File: src/design/smcc_pkg.sv
`default_nettype none
package smcc_pkg;

   // Table geometry. TABLE_ENTRIES is a power of two, so chunk numbers and
   // entry indices reduce by truncation.
   localparam int TABLE_ENTRIES = 16;
   localparam int CHUNK_SHIFT   = 28;
   localparam int PID_BITS      = 8;
   localparam int IDX_W         = $clog2(TABLE_ENTRIES);

   // Operation codes
   localparam logic [1:0] FUNC_ALLOC = 2'd0;
   localparam logic [1:0] FUNC_FREE  = 2'd1;
   localparam logic [1:0] FUNC_READ  = 2'd2;
   localparam logic [1:0] FUNC_WRITE = 2'd3;

   typedef struct packed {
      logic [1:0]  func;
      logic [31:0] access_addr;
      logic [7:0]  access_len;
      logic [2:0]  beat_size_code;
      logic [7:0]  process_id;
      logic [3:0]  chunk_index;
      logic        write_perm;
   } req_type;

   typedef struct packed {
      logic [31:0] out_addr;
      logic        denied;
   } rsp_type;

   // Table update from the sequencer
   typedef struct packed {
      logic                set_valid;
      logic                clr_valid;
      logic [IDX_W-1:0]    idx;
      logic [PID_BITS-1:0] owner;
      logic                writable;
   } tbl_wr_type;

   // Registered table read result
   typedef struct packed {
      logic                valid;
      logic [PID_BITS-1:0] owner;
      logic                writable;
   } tbl_rd_type;

   // Chunk number of a byte address, reduced to the table width
   function automatic logic [IDX_W-1:0] chunk_of(input logic [31:0] addr);
      logic [31:0] shifted;
      shifted = addr >> CHUNK_SHIFT;
      return shifted[IDX_W-1:0];
   endfunction

endpackage
`default_nettype wire

File: src/design/smcc_table.sv
`default_nettype none
module smcc_table (
   input  wire logic                         clock,
   input  wire logic                         reset,
   input  wire smcc_pkg::tbl_wr_type         wr,
   input  wire logic [smcc_pkg::IDX_W-1:0]   lk_idx,
   output logic                              lk_valid,
   input  wire logic                         rd_en,
   input  wire logic [smcc_pkg::IDX_W-1:0]   rd_idx,
   output smcc_pkg::tbl_rd_type              rd_data
);

   logic [smcc_pkg::TABLE_ENTRIES-1:0] valid_ff;
   logic [smcc_pkg::TABLE_ENTRIES-1:0] valid_in;
   logic [smcc_pkg::PID_BITS-1:0]      owner_mem [smcc_pkg::TABLE_ENTRIES];
   logic                               wperm_mem [smcc_pkg::TABLE_ENTRIES];
   smcc_pkg::tbl_rd_type               rd_ff;

   // valid marks: set on allocate, cleared on free
   always_comb begin
      valid_in = valid_ff;
      if (wr.set_valid) begin
         valid_in[wr.idx] = 1'b1;
      end else if (wr.clr_valid) begin
         valid_in[wr.idx] = 1'b0;
      end
   end

   always_ff @(posedge clock) begin
      if (reset) begin
         valid_ff <= '0;
      end else begin
         valid_ff <= valid_in;
      end
   end

   assign lk_valid = valid_ff[lk_idx];

   // owner / write permission store, one write and one registered read port
   always_ff @(posedge clock) begin
      if (wr.set_valid) begin
         owner_mem[wr.idx] <= wr.owner;
         wperm_mem[wr.idx] <= wr.writable;
      end
      if (rd_en) begin
         rd_ff.valid    <= valid_ff[rd_idx];
         rd_ff.owner    <= owner_mem[rd_idx];
         rd_ff.writable <= wperm_mem[rd_idx];
      end
   end

   assign rd_data = rd_ff;

endmodule
`default_nettype wire

File: config.mk
export PLATFORM = sky130hd
export DESIGN_NAME = smcc_table
export DESIGN_NICKNAME = d
export VERILOG_FILES = /design/src/design/smcc_pkg.sv /design/src/design/smcc_table.sv
export SDC_FILE = /design/constraint.sdc
export NUM_CORES = 1
export LEC_CHECK = 0
export BUFFER_PORTS_ARGS = -buffer_cell sky130_fd_sc_hd__buf_2
export CAP_MARGIN = 5
export CORE_ASPECT_RATIO = 1.4
export CORE_MARGIN = 2
export CORE_UTILIZATION = 65
export DETAILED_ROUTE_END_ITERATION = 8
export PLACE_DENSITY = 0.84
export SLEW_MARGIN = 30
export SYNTH_ARGS = -nofsm -noshare
export SYNTH_HDL_FRONTEND = slang
export SYNTH_SLANG_ARGS = --single-unit
File: constraint.sdc
create_clock -name clock -period 3.55 [get_ports clock]
set_input_delay 0.71 -clock clock [delete_from_list [all_inputs] [get_ports clock]]
set_output_delay 0.71 -clock clock [all_outputs]
set_load 0.05 [all_outputs]
; Word-level counts from Yosys, hierarchy flattened
; Memories as Yosys holds them, arrays and structs flattened. A register that Yosys moved wholly into a read port is not among the register bits.
; Index checks and enable logic that the tools add are counted.
[word_totals]
output_inout_bits = 11
memories = 2
mem_bits_rw = 144
ff_bits = 17
word_cells = 23
inputBits = 26
[op_classes]
mux = 10
n_bitwise = 3
n_reduce_logical = 2
n_lt_le_gt_ge = 4
[mem_list]
columns = memory, words, word_bits, rd, rd_clocked_by_memory_dff, write_ports, line
row1 = owner_mem, 16, 8, 1, 1, 1, smcc_table.sv:15  ; logic [smcc_pkg::PID_BITS-1:0] owner_mem [smcc_pkg::TABLE_ENTRIES];
row2 = wperm_mem, 16, 1, 1, 1, 1, smcc_table.sv:16  ; logic wperm_mem [smcc_pkg::TABLE_ENTRIES];
[op_table]
columns = operator, count
row1 = 16-bit two-way mux, 2
row2 = 16-bit bitwise AND, 1
row3 = 16-bit NOT, 1
row4 = 16-bit bitwise OR, 1
row5 = "4-bit by 5-bit less-than comparator with 1-bit output, second input constant", 3
row6 = 1-bit binary-select mux with 4-bit select, 2
row7 = 1-bit two-way mux, 5
row8 = 1-bit demux with 4-bit select, 1
row9 = "4-bit by 1-bit greater-or-equal comparator with 1-bit output, second input constant", 1
row10 = 2-bit nonzero test, 1
row11 = 1-bit logical AND, 1

; Logic depth before layout (Yosys ltp)
; Gate-level depths: netlist of run 1.
[depth]
depth_word = 8
depth_mapped = 5

; Least setup slack after synthesis of run 1
; Ideal clock, no wire load.
[synth_timing]
path_type = in2out
from = input port lk_idx[0] in the netlist's numbering
to = output port lk_valid
arrival_time_ps = 1892
path_stages = 3
required_time_ps = 2840
path_slack_ps = 948
path_cell_list = mux4_2 > mux2i_1 > mux2i_1
[synth_between]
elab_chain_cells = 2
[synth_lines]
columns = element, line
row1 = "start, declared", smcc_table.sv:6  ; input wire logic [smcc_pkg::IDX_W-1:0] lk_idx,
row2 = 1-bit binary-select mux with 4-bit select, smcc_table.sv:37  ; assign lk_valid = valid_ff[lk_idx];
row3 = 1-bit two-way mux (implied by the code), smcc_table.sv:37
row4 = "end, declared", smcc_table.sv:7  ; output logic lk_valid,
; Every way passes these cells. The select of a mux whose other input is x is not followed.

; Final worst setup path of run 1
; Ends and elaborated chain as after synthesis.

==> results of run 1 <==
-- report_power, final --
part,internal (mW),switching (mW),total (mW)
clock network,0.890,0.759,1.65
logic,0.0904,0.163,0.254
registers,2.23,0.0152,2.25
total,3.21,0.937,4.15
-- kinds of logic (layout without fill, tap and decap cells) --
family	Yosys count	in the layout
buffers and inverters	32	88
AND/OR/NAND/NOR	45	45
AO/OA/AOI/OAI	52	52
flip-flops	170	170
multiplexers	47	47
-- per-stage QoR --
stage               hold slack (ns)  cells
floorplan                     0.459    346
global placement              0.493    505
detailed placement            0.485    505
CTS                           0.497    537
global route                  0.536    537
finish                        0.502    537
-- routing by layer --
layer  part of all wire  vias to the layer above  wire, um
li1                   -                     1501         -
met1               0.38                     1814      5370
met2               0.51                      229      7280
met3              0.071                       43      1000
met4              0.037                        0       529
met5                  0                        -         0
-- registers in the layout, indices dropped and copies added, names as in the netlist, named ones only --
signal / count
owner_mem: 128
wperm_mem: 16
rd_data: 10
-- critical path, delay by kind of cell --
family	cells	cell delay (ns)
buf+inv	2	0.37
mux	3	0.75
-- final cells by class --
cell class                      count  area [um2]  share of cell area
Clock buffer                       17         425              0.0564
Clock inverter                     15         103              0.0136
Inverter                           16        60.1             0.00797
Multi-Input combinational cell    144        1600               0.213
Sequential cell                   170        4940               0.656
Tap cell                          135         169              0.0224
Timing Repair Buffer               40         235              0.0312
-- layout by cell type, fill, tap and decap left out --
cell,n
edfxtp_1,154
buf_2,36
mux4_2,32
nand2_1,23
a22oi_1,20
clkbuf_16,17
inv_1,16
a21oi_1,16
dfxtp_1,16
mux4_1,12
o21ai_0,12
nand3_1,5
clkinvlp_4,5
o21ai_1,4
nor2b_1,3
mux2i_1,3
clkinv_1,3
clkinv_4,3
nor2_1,2
and3b_1,2
nand3b_1,2
nand2b_1,2
clkinv_2,2
inv_6,2
buf_12,2
buf_4,2
nor2b_2,1
and2_1,1
and3_1,1
nor3b_1,1
or3b_1,1
or2_2,1
-- path summary, 6_finish.rpt --
check                to              from  slack [ns]  depth (start not counted)
max reg2reg  rd_data[3]  owner_mem[15][2]        2.01                          3
min reg2reg    register          register        0.50                          2
min            register          register        0.50                          2
max            lk_valid         lk_idx[0]        1.01                          5
==> flow_metrics.py, run 1 <==
metrics = {
    "outcome": {
        "run_status": "completed",
    },
    "cells_and_area": {
        "diodes": 0,
        "final_nets": 415,
        "drive_gt1_frac": 0.256,
        "post-route-cell-area_mm2": 0.00754,
        "fin_util": 0.758,
        "nFillCells": 550,
        "syn_to_final_growth_pct": 12.5,
    },
    "floorplan": {
        "rows": 43,
        "start_util": 0.673,
        "io-pin-count": 37,
        "die_h_um": 124,
        "die_width_um": 89.8,
        "coreArea_mm2": 0.00995,
        "die_area_mm2": 0.0112,
    },
    "flow_run": {
        "cap_viol_max_count": 0,
    },
    "placed_design": {
        "port_buffers": 36,
        "routabilityCongestion": 0.983,
        "dpl_worst_slack_ns": 1.00,
        "dp_hpwl_um": 9040,
        "dpl-instance-area_mm2": 0.00701,
    },
    "synthesis": {
        "syn-num-nets": 372,
        "ys.flop_type": "edfxtp_1",
        "yosysSeqAreaShare": 0.738,
        "synth_xor_area_frac": 0,
        "synth_top_family_by_area": "multiplexers",
        "ys_ff_latch": 170,
        "synth.top_cells.by_count": "edfxtp_1 (154), mux4_2 (32), nand2_1 (23)",
        "synth_edf_count": 154,
        "synthSimpleGateAreaFrac": 0.0334,
        "ys_warn_count": 0,
        "synth.largest_area_cell": "edfxtp_1",
        "synth_area_per_cell_um2": 19.4,
        "synthAdderAreaFrac": 0,
        "synth_cells": 346,
        "synth_top_cell_area_share": 0.690,
        "synthMuxAreaShare": 0.159,
        "synth_cell_types": 27,
        "ys_async_sr_fraction": 0,
        "synth-compound-area-share": 0.0463,
        "syn_area_mm2": 0.00670,
        "yosysMostFrequentCell": "edfxtp_1",
        "synth.top_cells.by_area": "edfxtp_1 (69%), mux4_2 (11%), dfxtp_1 (4.8%)",
    },
    "timing": {
        "setup_viol": 0,
        "setup_slack_ns": 1.01,
        "tightest_slew_ns": 0.946,
        "fmax_ghz": 0.393,
        "timing.final.crit_share": 0.717,
        "skew_ns": 0.00524,
        "setup_tns_ns": 0,
        "report.final.hold_viol_count": 0,
        "rsz0062_at_grt": "false",
        "fin_crit_ns": 2.54,
        "maxSlewViolCount": 0,
        "relSlewSlack": 0.368,
    },
    "clocking": {
        "postCtsSetupBuffers": 0,
        "clockBufferDepth": 2,
        "cts_root_buf": "clkbuf_16",
        "clkLatencyLatePin_ns": 0.42,
        "clkTransAtPathRegs_ns": 0.06,
        "cts_resized": 0,
        "hold_buffers": 0,
        "cts_tree": "done",
        "clock-sinks": 170,
        "htree_levels": 4,
        "cts_buffers": 17,
    },
    "power": {
        "power.density_mw_per_mm2": 550,
        "fin_total_pwr_mw": 4.15,
        "ir_drop_uv": 446,
        "leakage_nw": 2.63,
    },
    "critical_path": {
        "endpoint_kind": "output pin",
        "cp_max_fo": 4,
        "worstPathRequired_ns": 2.84,
        "arrival_ns": 1.83,
        "critPathKind": "input pin to output pin",
        "slowest_stage": "mux4_2",
        "path_cells": "buf_2, mux4_2, mux2i_1, mux2i_1, buf_2",
        "worstSetupStartpointType": "input pin",
        "cpPeakStageDelay_ns": 0.52,
    },
    "grt": {
        "use_met2": 0.462,
        "antenna_found_initial": 0,
        "gr-total-overflow": 0,
        "grt_max_degree": 22,
        "top_usage_layer": "met2",
        "grtUsageTotal": 0.270,
        "grtUsageMet3": 0.0605,
        "grt_pass1_vias": 3619,
        "use_met1": 0.340,
        "grt_pass1_wl_um": 21200,
    },
    "min_path": {
        "hold_path_class": "register to register",
    },
    "route": {
        "routed_wirelength_um": 14200,
        "dr_total_vias": 3587,
        "avgRoutedWirePerCell_um": 26.4,
        "dr.pass1.iters": 5,
        "drt_iter0_markers": 372,
        "drc": 0,
        "postRouteAntennaNets": 0,
        "viasPerCell": 6.68,
    },
}
(Power assumes the default switching activity.)
==> run 2: changes to the inputs <==
--- a/config.mk
+++ b/config.mk
@@ -9,9 +9,9 @@
 export CAP_MARGIN = 5
 export CORE_ASPECT_RATIO = 1.4
 export CORE_MARGIN = 2
-export CORE_UTILIZATION = 65
+export CORE_UTILIZATION = 60
 export DETAILED_ROUTE_END_ITERATION = 8
-export PLACE_DENSITY = 0.84
+export PLACE_DENSITY = 0.79
 export SLEW_MARGIN = 30
 export SYNTH_ARGS = -nofsm -noshare
 export SYNTH_HDL_FRONTEND = slang
==> constraint.sdc (replaced) <==
create_clock -name clock -period 2.4 [get_ports clock]
set_input_delay 0.48 -clock clock [delete_from_list [all_inputs] [get_ports clock]]
set_output_delay 0.48 -clock clock [all_outputs]
set_load 0.05 [all_outputs]
==> run 2 against run 1 <==
  * Sequential power grew 48%
  * Critical path depth down 1
  * Critical endpoint unchanged
  * Clock skew increased by 0.00093 ns
  * Largest cell class unchanged
  * Largest power group unchanged
  * Critical path type is now register to output pin
  * Register-to-register slack worse by 1.1 ns
  * Cell count is 1.7% higher
  * Combinational power is 47% higher
==> flow_metrics.py, run 2 (synthesized netlist as in run 1, its figures left out) <==
metrics = {
    "critical_path": {
        "r2r_cells": 3,
        "path_cells": "mux4_2, mux2i_1, mux2i_1, buf_2",
        "worstSetupStartpointType": "register",
        "arrival_ns": 1.73,
        "cp_max_fo": 3,
        "endpoint_kind": "output pin",
        "worstPathRequired_ns": 1.92,
        "critical_path.top_delay_family": "multiplexers",
        "cp_common_cell": "mux2i_1",
        "critPathKind": "register to output pin",
        "slowest_stage": "mux4_2",
        "worst-path-buf-inv": 1,
        "path_depth": 4,
        "cpPeakStageDelay_ns": 0.49,
    },
    "grt": {
        "top_usage_layer": "met2",
        "grt_pass1_vias": 3496,
        "grt_max_degree": 24,
        "gr-total-overflow": 0,
        "use_met1": 0.334,
        "grtUsageMet3": 0.0465,
        "antenna_found_initial": 0,
        "grt_pass1_wl_um": 21100,
        "grtUsageTotal": 0.253,
        "use_met2": 0.423,
    },
    "min_path": {
        "holdPathStages": 1,
        "hold_path_class": "input pin to register",
    },
    "placed_design": {
        "routabilityCongestion": 0.957,
        "dpl-instance-area_mm2": 0.00705,
        "port_buffers": 36,
        "dpl_worst_slack_ns": 0.306,
        "dp_hpwl_um": 9120,
        "dp.cells": 514,
    },
    "route": {
        "drt_iter0_markers": 332,
        "dr.pass1.iters": 6,
        "dr_total_vias": 3543,
        "routed_wirelength_um": 14000,
        "avgRoutedWirePerCell_um": 25.6,
        "postRouteAntennaNets": 0,
        "drc": 0,
        "viasPerCell": 6.49,
    },
    "timing": {
        "hold_ws_ns": 0.430,
        "fmax_ghz": 0.453,
        "skew_ns": 0.00617,
        "fin_crit_ns": 2.21,
        "timing.final.crit_share": 0.919,
        "tightest_slew_ns": 1.01,
        "setup_viol": 0,
        "report.final.hold_viol_count": 0,
        "setup_slack_ns": 0.194,
        "rsz0062_at_grt": "false",
        "maxSlewViolCount": 0,
        "relSlewSlack": 0.326,
        "setup_tns_ns": 0,
    },
    "clocking": {
        "clkLatencyLatePin_ns": 0.42,
        "cts_tree": "done",
        "clock-sinks": 170,
        "postCtsSetupBuffers": 0,
        "cts_buffers": 17,
        "cts_resized": 0,
        "cts_root_buf": "clkbuf_16",
        "htree_levels": 4,
        "clockBufferDepth": 2,
        "clkTransAtPathRegs_ns": 0.07,
        "hold_buffers": 0,
    },
    "cells_and_area": {
        "multi_input_area_mm2": 0.00160,
        "fin_cells": 546,
        "final_nets": 418,
        "post-route-cell-area_mm2": 0.00763,
        "syn_to_final_growth_pct": 13.8,
        "final_cell_mix": "edfxtp_1 (154), buf_2 (36), mux4_2 (32), nand2_1 (23), a22oi_1 (20)",
        "fin_util": 0.702,
        "nFillCells": 647,
        "mostFrequentLayoutCell": "edfxtp_1",
        "drive_gt1_frac": 0.259,
        "largest_reg_flops": 128,
        "regArea_mm2": 0.00494,
        "regMostFlops": "owner_mem",
        "diodes": 0,
    },
    "outcome": {
        "run_status": "completed",
    },
    "floorplan": {
        "die_area_mm2": 0.0120,
        "start_util": 0.617,
        "io-pin-count": 37,
        "die_h_um": 129,
        "rows": 45,
        "coreArea_mm2": 0.0109,
        "die_width_um": 93.3,
    },
    "power": {
        "power.density_mw_per_mm2": 829,
        "fin_total_pwr_mw": 6.32,
        "ir_drop_uv": 523,
        "leakage_nw": 2.68,
    },
    "flow_run": {
        "cap_viol_max_count": 0,
    },
}
## run 2: cell types whose count changed in the layout (fill, tap and decap cells not counted)
| cell | change |
|---|---|
| clkinv_1 | -1 |
| clkinvlp_4 | -2 |
| clkinv_4 | +1 |
| nor2b_1 | +1 |
| clkbuf_1 | +1 |
| clkinv_2 | -1 |
| buf_12 | +1 |
| nor2b_2 | -1 |
| bufinv_16 | +2 |
| buf_4 | +2 |
## run 2: power breakdown
group | internal, mW | switching [mW]
Combinational | 0.138 | 0.236
Sequential | 3.30 | 0.0250
Clock | 1.53 | 1.09
Total | 4.97 | 1.35
## run 2: final timing paths
kind / slack (ns) / start / to
setup / recovery: 0.19 / register / lk_valid
hold / removal: 0.43 / wr[6] / owner_mem[12][5]
setup reg to reg: 0.88 / owner_mem[3][1] / rd_data[2]
hold reg to reg: 0.51 / register / register
## run 2: cell type report
cell class	instances	area share
inverters	16	0.00787
repair buffers	43	0.0354
clock buffers	18	0.0563
flip-flops and latches	170	0.648
clock inverters	14	0.0194
well taps	141	0.0231
multi-input cells	144	0.210
## run 2: routing by layer
layer / share of wire / routed length [um]
met1: 0.39 / 5470
met5: 0 / 0
met4: 0.026 / 369
met3: 0.061 / 857
met2: 0.52 / 7280
==> run 3: changes to the inputs <==
--- a/config.mk
+++ b/config.mk
@@ -7,7 +7,6 @@
 export LEC_CHECK = 0
 export BUFFER_PORTS_ARGS = -buffer_cell sky130_fd_sc_hd__buf_2
 export CAP_MARGIN = 5
-export CORE_ASPECT_RATIO = 1.4
 export CORE_MARGIN = 2
 export CORE_UTILIZATION = 60
 export DETAILED_ROUTE_END_ITERATION = 8
==> constraint.sdc (replaced) <==
create_clock -name clock -period 2.4 [get_ports clock]
set_input_delay 0.48 -clock clock [delete_from_list [all_inputs] [get_ports clock]]
set_output_delay 0.48 -clock clock [all_outputs]
set_load 0.01 [all_outputs]
==> run 3 against run 2 <==
  * Setup slack improved by 0.0077 ns
  * Cell count is 1.1% higher
  * Sequential share of layout area increased by 0.11 points
  * Cell area down 0.16%
  * Register-to-register slack improved by 0.03 ns
  * Total power fell by 3.7%
  * Worst hold slack got worse by 0.11 ns
  * Count of clock-buffer cells in the layout rose by 1
  * Largest power group unchanged
==> flow_metrics.py, run 3 (synthesized netlist as in run 1, its figures left out) <==
metrics = {
    "route": {
        "drc": 0,
        "dr_total_vias": 3594,
        "dr.pass1.iters": 5,
        "routed_wirelength_um": 14000,
        "postRouteAntennaNets": 0,
        "avgRoutedWirePerCell_um": 25.4,
        "drt_iter0_markers": 376,
        "viasPerCell": 6.51,
    },
    "timing": {
        "report.final.hold_viol_count": 0,
        "setup_tns_ns": 0,
        "relSlewSlack": 0.609,
        "tightest_slew_ns": 0.586,
        "fin_crit_ns": 2.20,
        "skew_ns": 0.00564,
        "setup_viol": 0,
        "rsz0062_at_grt": "false",
        "fmax_ghz": 0.455,
        "maxSlewViolCount": 0,
        "timing.final.crit_share": 0.916,
        "hold_ws_ns": 0.321,
    },
    "floorplan": {
        "io-pin-count": 37,
        "die_width_um": 110,
        "die_area_mm2": 0.0120,
        "start_util": 0.616,
        "rows": 38,
        "coreArea_mm2": 0.0109,
        "die_h_um": 110,
    },
    "critical_path": {
        "cp_max_fo": 3,
        "worstSetupStartpointType": "register",
        "endpoint_kind": "output pin",
        "worstPathRequired_ns": 1.92,
        "arrival_ns": 1.72,
        "critPathKind": "register to output pin",
    },
    "placed_design": {
        "dp_hpwl_um": 8600,
        "routabilityCongestion": 0.935,
        "port_buffers": 36,
        "dpl-instance-area_mm2": 0.00709,
    },
    "grt": {
        "grt_pass1_vias": 3602,
        "grt_max_degree": 26,
        "gr-total-overflow": 0,
        "top_usage_layer": "met2",
        "grt_pass1_wl_um": 21300,
        "use_met2": 0.389,
        "antenna_found_initial": 0,
        "use_met1": 0.370,
        "grtUsageMet3": 0.0723,
        "grtUsageTotal": 0.261,
    },
    "cells_and_area": {
        "diodes": 0,
        "mostFrequentLayoutCell": "edfxtp_1",
        "syn_to_final_growth_pct": 13.6,
        "regMostFlops": "owner_mem",
        "largest_reg_flops": 128,
        "post-route-cell-area_mm2": 0.00762,
        "final_cell_mix": "edfxtp_1 (154), buf_2 (36), mux4_2 (32), nand2_1 (23), a22oi_1 (20)",
        "final_nets": 425,
        "drive_gt1_frac": 0.269,
    },
    "clocking": {
        "clkLatencyLatePin_ns": 0.53,
        "clkTransAtPathRegs_ns": 0.06,
        "cts_tree": "done",
        "clockBufferDepth": 2,
        "cts_root_buf": "clkbuf_8",
        "htree_levels": 4,
        "cts_buffers": 17,
        "postCtsSetupBuffers": 0,
        "hold_buffers": 0,
        "cts_resized": 0,
        "clock-sinks": 170,
    },
    "outcome": {
        "run_status": "completed",
    },
    "power": {
        "leakage_nw": 2.69,
        "fin_total_pwr_mw": 6.09,
        "power.density_mw_per_mm2": 799,
        "ir_drop_uv": 420,
    },
    "min_path": {
        "hold_path_class": "input pin to register",
    },
    "flow_run": {
        "cap_viol_max_count": 0,
    },
}
-- run 3: final cells by class --
cell class | count | area, um2
flip-flops and latches | 170 | 4940
fillers | 645 | 3270
multi-input cells | 144 | 1600
clock buffers | 19 | 422
repair buffers | 50 | 310
well taps | 140 | 175
clock inverters | 13 | 104
inverters | 16 | 60.1
-- run 3: worst max-delay path, cell delays in order, from the launching register on --
cell,delay (ns)
dfxtp_1,0.34
mux4_2,0.46
mux2i_1,0.16
mux2i_1,0.09
buf_2,0.14
-- run 3: power by group --
part | internal, mW | total, mW | switching, mW
combinational | 0.140 | 0.336 | 0.196
sequential | 3.30 | 3.32 | 0.0224
clock | 1.36 | 2.43 | 1.06
-- run 3: path summary, 6_finish.rpt --
path / startpoint / endpoint / slack (ns) / cells past startpoint
max reg2reg: owner_mem[0][7] / rd_data[8] / 0.91 / 3
max: register / lk_valid / 0.20 / 4
min reg2reg: register / register / 0.50 / 2
min: wr[6] / owner_mem[1][5] / 0.32 / 1
-- run 3: per-layer routing --
metal	routed length, um	up-vias
met4	444	0
met2	6610	232
met5	0	-
met1	5760	1806
met3	1220	32
li1	-	1524
-- run 3: per-stage QoR --
| stage | instances | setup WS (ns) | util |
|---|---|---|---|
| after floorplan | 346 | 0.659 | - |
| after global placement | 520 | 0.292 | 0.651 |
| after detailed placement | 520 | 0.275 | 0.651 |
| after CTS | 552 | 0.184 | 0.699 |
| after global routing | 552 | 0.133 | 0.699 |
| final | 552 | 0.202 | 0.699 |
